--- src/sv/cmt_div.sv ---
// ---------------------------------------------------------------------------
// Pipelined restoring divider
// One quotient bit per stage, NW stages, unsigned operands.
// ---------------------------------------------------------------------------
module cmt_div #(
  parameter int NW = 33,
  parameter int DW = 10
) (
  input  logic          clk_i,
  input  logic [NW-1:0] num_i,
  input  logic [DW-1:0] den_i,
  output logic [NW-1:0] quo_o
);

  logic [NW-1:0] num_q [NW];
  logic [NW-1:0] quo_q [NW];
  logic [DW-1:0] rem_q [NW];
  logic [DW-1:0] den_q [NW];

  for (genvar k = 0; k < NW; k++) begin : g_stage
    logic [NW-1:0] num_in;
    logic [NW-1:0] quo_in;
    logic [DW-1:0] rem_in;
    logic [DW-1:0] den_in;
    logic [DW:0]   trial;
    logic          ge;

    if (k == 0) begin : g_first
      assign num_in = num_i;
      assign quo_in = '0;
      assign rem_in = '0;
      assign den_in = den_i;
    end else begin : g_next
      assign num_in = num_q[k-1];
      assign quo_in = quo_q[k-1];
      assign rem_in = rem_q[k-1];
      assign den_in = den_q[k-1];
    end

    assign trial = {rem_in, num_in[NW-1]};
    assign ge    = trial >= {1'b0, den_in};

    always_ff @(posedge clk_i) begin
      num_q[k] <= {num_in[NW-2:0], 1'b0};
      quo_q[k] <= {quo_in[NW-2:0], ge};
      rem_q[k] <= ge ? DW'(trial - {1'b0, den_in}) : trial[DW-1:0];
      den_q[k] <= den_in;
    end
  end

  assign quo_o = quo_q[NW-1];

endmodule

--- config.mk ---
export PLATFORM = sky130hd
export DESIGN_NAME = cmt_div
export DESIGN_NICKNAME = d
export VERILOG_FILES = /design/src/sv/cmt_div.sv
export SDC_FILE = /design/constraint.sdc
export NUM_CORES = 2
export LEC_CHECK = 0
export ABC_CLOCK_PERIOD_IN_PS = 2600
export BUFFER_PORTS_ARGS = -buffer_cell sky130_fd_sc_hd__buf_2
export CORE_MARGIN = 2
export CORE_UTILIZATION = 33
export CTS_CLUSTER_DIAMETER = 150
export DETAILED_ROUTE_END_ITERATION = 10
export GPL_TIMING_DRIVEN = 0
export HOLD_SLACK_MARGIN = 0.05
export SKIP_CTS_REPAIR_TIMING = 1
export SLEW_MARGIN = 25
export SYNTH_ARGS = -nofsm -noshare
export SYNTH_HDL_FRONTEND = slang
export SYNTH_SLANG_ARGS = --single-unit
--- constraint.sdc ---
create_clock -name clk_i -period 2.6 [get_ports clk_i]
set_input_delay 0.52 -clock clk_i [delete_from_list [all_inputs] [get_ports clk_i]]
set_output_delay 0.52 -clock clk_i [all_outputs]
set_load 0.02 [all_outputs]
==> metrics.md <==
| Metric | Value |
|---|---|
| Main combinational cell family by area after synthesis | adder cells |
| Buf/Inv on CP | 2 |
| Top-count cell post-synth | dfxtp_1 |
| Placer Congestion | about 0.84 |
| Number of remaining DRC errors | 0 |
| FF+latch area | 34600 um2 |
| First-pass GRT wire length | 138000 um |
| Tot GR Track Use | 9.99% |
| Post-placement cell count | 6365 |
| Final setup fails | 0 |
| Setup ws final | 0.130 ns |
| Final Util | roughly 40% |
| Max Fclk | between 400 and 500 MHz |
| Multi-input logic area | between 15000 and 20000 um2 |
| Routed via count | 28000 |
| Hold Crit Start | quo_q[2][35] |
| Post-Synth XOR/XNOR Area | 3.52% |
| Most instantiated cells after synthesis | 1729 x dfxtp_1, 386 x inv_1, 322 x ha_1 |
| Worst-path cell chain | inv_1 > ha_1 > inv_1 > fa_1 > a211oi_1 > o21bai_1 > a221oi_1 > xnor2_1 > mux2_4 |
| Hold EP | quo_q[3][3] |
| Chip Height | 408 um |
| Std cell rows | 148 |
| GR Overflow Total | 0 |
| Worst slack, placed | 0.173 ns |
| Max_cap viols | 0 |
| DR vias/cell | 4.17 |
| Setup_tns | 0 ns |
| Cts bufs inserted | 166 |
| Worst r2r src | num_q[0][735] |
| Syn Std Cell Area | roughly 54000 um2 |
| Die Wd | 408 um |
| Core footprint | 163000 um2 |
| Cell mode on critical path | inv_1 |
| Critical path type | reg2reg |
| Worst hold slack | about 0.30 ns |
| Hold Vio Cnt, Final | 0 |
| Synthesized Nets | approximately 4500 |
| Sequential cell area fraction in the yosys report | 64.2% |
| Clock root buffer | clkbuf_16 |
| Slew Limit Headroom | 54.2% |
| Post-synth ARST share | 0% |
| Adder-cell area share of the yosys netlist | 8.62% |
| Mean Syn Cell Area | 13.1 um2 |
| Filler Cells Inserted | 15400 |
| Nets | 4798 |
| Syn-to-layout area delta | 17.1% |
| Reg2reg end | rem_q[0][238] |
| Mux contribution to synthesized area | 7.26% |
| Leak pwr | 28.0 nW |
| Hpwl dp | 59500 um |
| Final Slew Violations | 0 |
| Synth warn | 0 |
| EDFF count, synth | 0 |
| Clk_lat worst skew | about 0.78 ns |
| CP Depth | 9 |
| Pwr dens | 1330 nW/um2 |
| Slowest stage delay, CP | 0.42 ns |
| Crit end category | flip-flop |
| I/O pin count | 77 |
| Ys flop type | dfxtp_1 |
| Leading area contributor after synthesis | dfxtp_1 |
| CTS Buffer Depth | 3 |
| RSZ-0062 raised after global routing | false |
| VDD IR-drop max | between 0.8 and 0.9 mV |
| Hold Path Depth | 0 |
| Worst Reg2Reg Path Length in Cells | 9 |
| CP Launch Type | flip-flop |
| Worst path arrival time | 3.13 ns |
| Vias in the first global route | 28300 |
| Antenna violations before repair | 1 |
| Delay-heaviest family, CP | compound AO/OA/AOI/OAI gates |
| Detailed Routing Iterations Pass 1 | 5 |
| Initial Util | 33.2% |
| Register bit total from synthesis | 1729 |
| Synth Area in Compound Gates | 8.52% |
| Synth area leaders | dfxtp_1 64%, ha_1 7.5%, mux2_4 6.0% |
| Post-synth top area share | between 60% and 70% |
| Flop2flop setup slack | 0.13 ns |
| Die ar. | 167000 um2 |
| Run status | finished clean |
| Clock-pin slew on the worst setup and hold paths | 0.06 ns |
| Worst slew pin tran | 0.686 ns |
| Synth Area in Simple Gates | 4.87% |
| Min cycle time layout | between 2 and 2.5 ns |
| Pin count of the biggest net entering global routing | 18 |
| Starting DRT DRC Count | 1120 |
| Non-Filler Instances | 6715 |
| Max FO, Critical Path | 3 |
| Mapped Cells | 4114 |
| DR WL/cell | roughly 12 um |
| Worst Skew | 0.0240 ns |
| H-tree levels | 4 |
| Number of port buffers | 76 |
| Library cells used by synthesis | 42 |
| Tcrit/Tclk final | 95.0% |
| CP max stage cell | fa_1 |
| Worst Path Required | 3.26 ns |
| TritonCTS clock tree | built |
| Routed Antenna Nets | 0 |
| Routed wire length | 83500 um |
| CTS sink count | approximately 1700 |
| Worst Hold Class | reg2reg |
| Share of cells above drive strength 1 | about 16% |
## sequential cells by signal, indices dropped and copies added, names as in the netlist
signal / count
den_q: 320
num_q: 528
rem_q: 320
quo_q: 561
## power by group
group / leakage (nW) / total [mW] / switching [mW] / internal (mW)
combinational: 10.7 / 24.6 / 11.6 / 13.0
sequential: 14.5 / 35.0 / 2.36 / 32.7
clock: 2.78 / 24.3 / 10.1 / 14.2
total: 28.0 / 83.9 / 24.1 / 59.9
## how the worst max path moves through the flow
stage | end | slack, ns | from
2_1_floorplan | rem_q[0][18] | 0.56 | num_q[0][31]
3_3_place_gp | rem_q[0][148] | 0.20 | num_q[0][447]
3_5_place_dp | rem_q[0][0] | 0.17 | num_i[32]
4_1_cts | rem_q[0][148] | 0.16 | num_q[0][447]
5_1_grt | rem_q[0][128] | 0.02 | num_q[0][383]
6_report | rem_q[0][238] | 0.13 | num_q[0][735]
## per-stage QoR
stage	area [um2]	total power, mW
6_report	63200	83.9
5_1_grt	63200	89.1
4_1_cts	62800	85.1
3_5_place_dp	57100	60.3
3_3_place_gp	57100	59.9
2_1_floorplan	54000	55.4
## worst register-to-register path, cell delays in order, from the launching register on
cell and delay [ns]:
dfxtp_1 0.30, inv_1 0.17, ha_1 0.20, inv_1 0.05, fa_1 0.42, a211oi_1 0.31
o21bai_1 0.16, a221oi_1 0.39, xnor2_1 0.11, mux2_4 0.26
## placed cells by master (no fill, tap or decap), types with 67 or more instances in the layout
cell / Yosys / routed
a21o_1: 67 / 67
a21oi_1: 164 / 164
buf_2: 0 / 76
clkbuf_16: 0 / 168
dfxtp_1: 1729 / 1729
ha_1: 322 / 322
inv_1: 386 / 386
mux2_4: 217 / 217
nand2_1: 156 / 156
nor2_1: 98 / 98
xnor2_1: 155 / 155
## final cells by class
type                       count  area share, %
clock buffer                 217           7.37
inverter                     417           2.60
timing repair buffer         119           1.28
buffer                         1        0.00594
sequential                  1729           54.8
tap                         2175           4.31
multi-input combinational   1967           28.0
antenna                        1        0.00396
clock inverter                89           1.65
## per-layer routing
metal | vias to the layer above | routed length, um | share of wire, % | GRT usage (%)
met5 | - | 0 | 0 | 0
met4 | 0 | 2130 | 2.5 | 3.77
met3 | 157 | 3890 | 4.7 | 2.78
met2 | 445 | 39500 | 47 | 16.9
met1 | 12900 | 38000 | 45 | 12.0
li1 | 14600 | - | - | -
## kinds of logic (layout without fill, tap and decap cells)
logic type | after synthesis | in the layout
buf+inv | 418 | 843
mux | 279 | 279
compound gates | 606 | 606
other cells | 0 | 1
xor+xnor | 217 | 217
flops | 1729 | 1729
simple gates | 512 | 512
fa+ha+maj | 353 | 353
No activity file was read; power rests on OpenSTA's default activity.
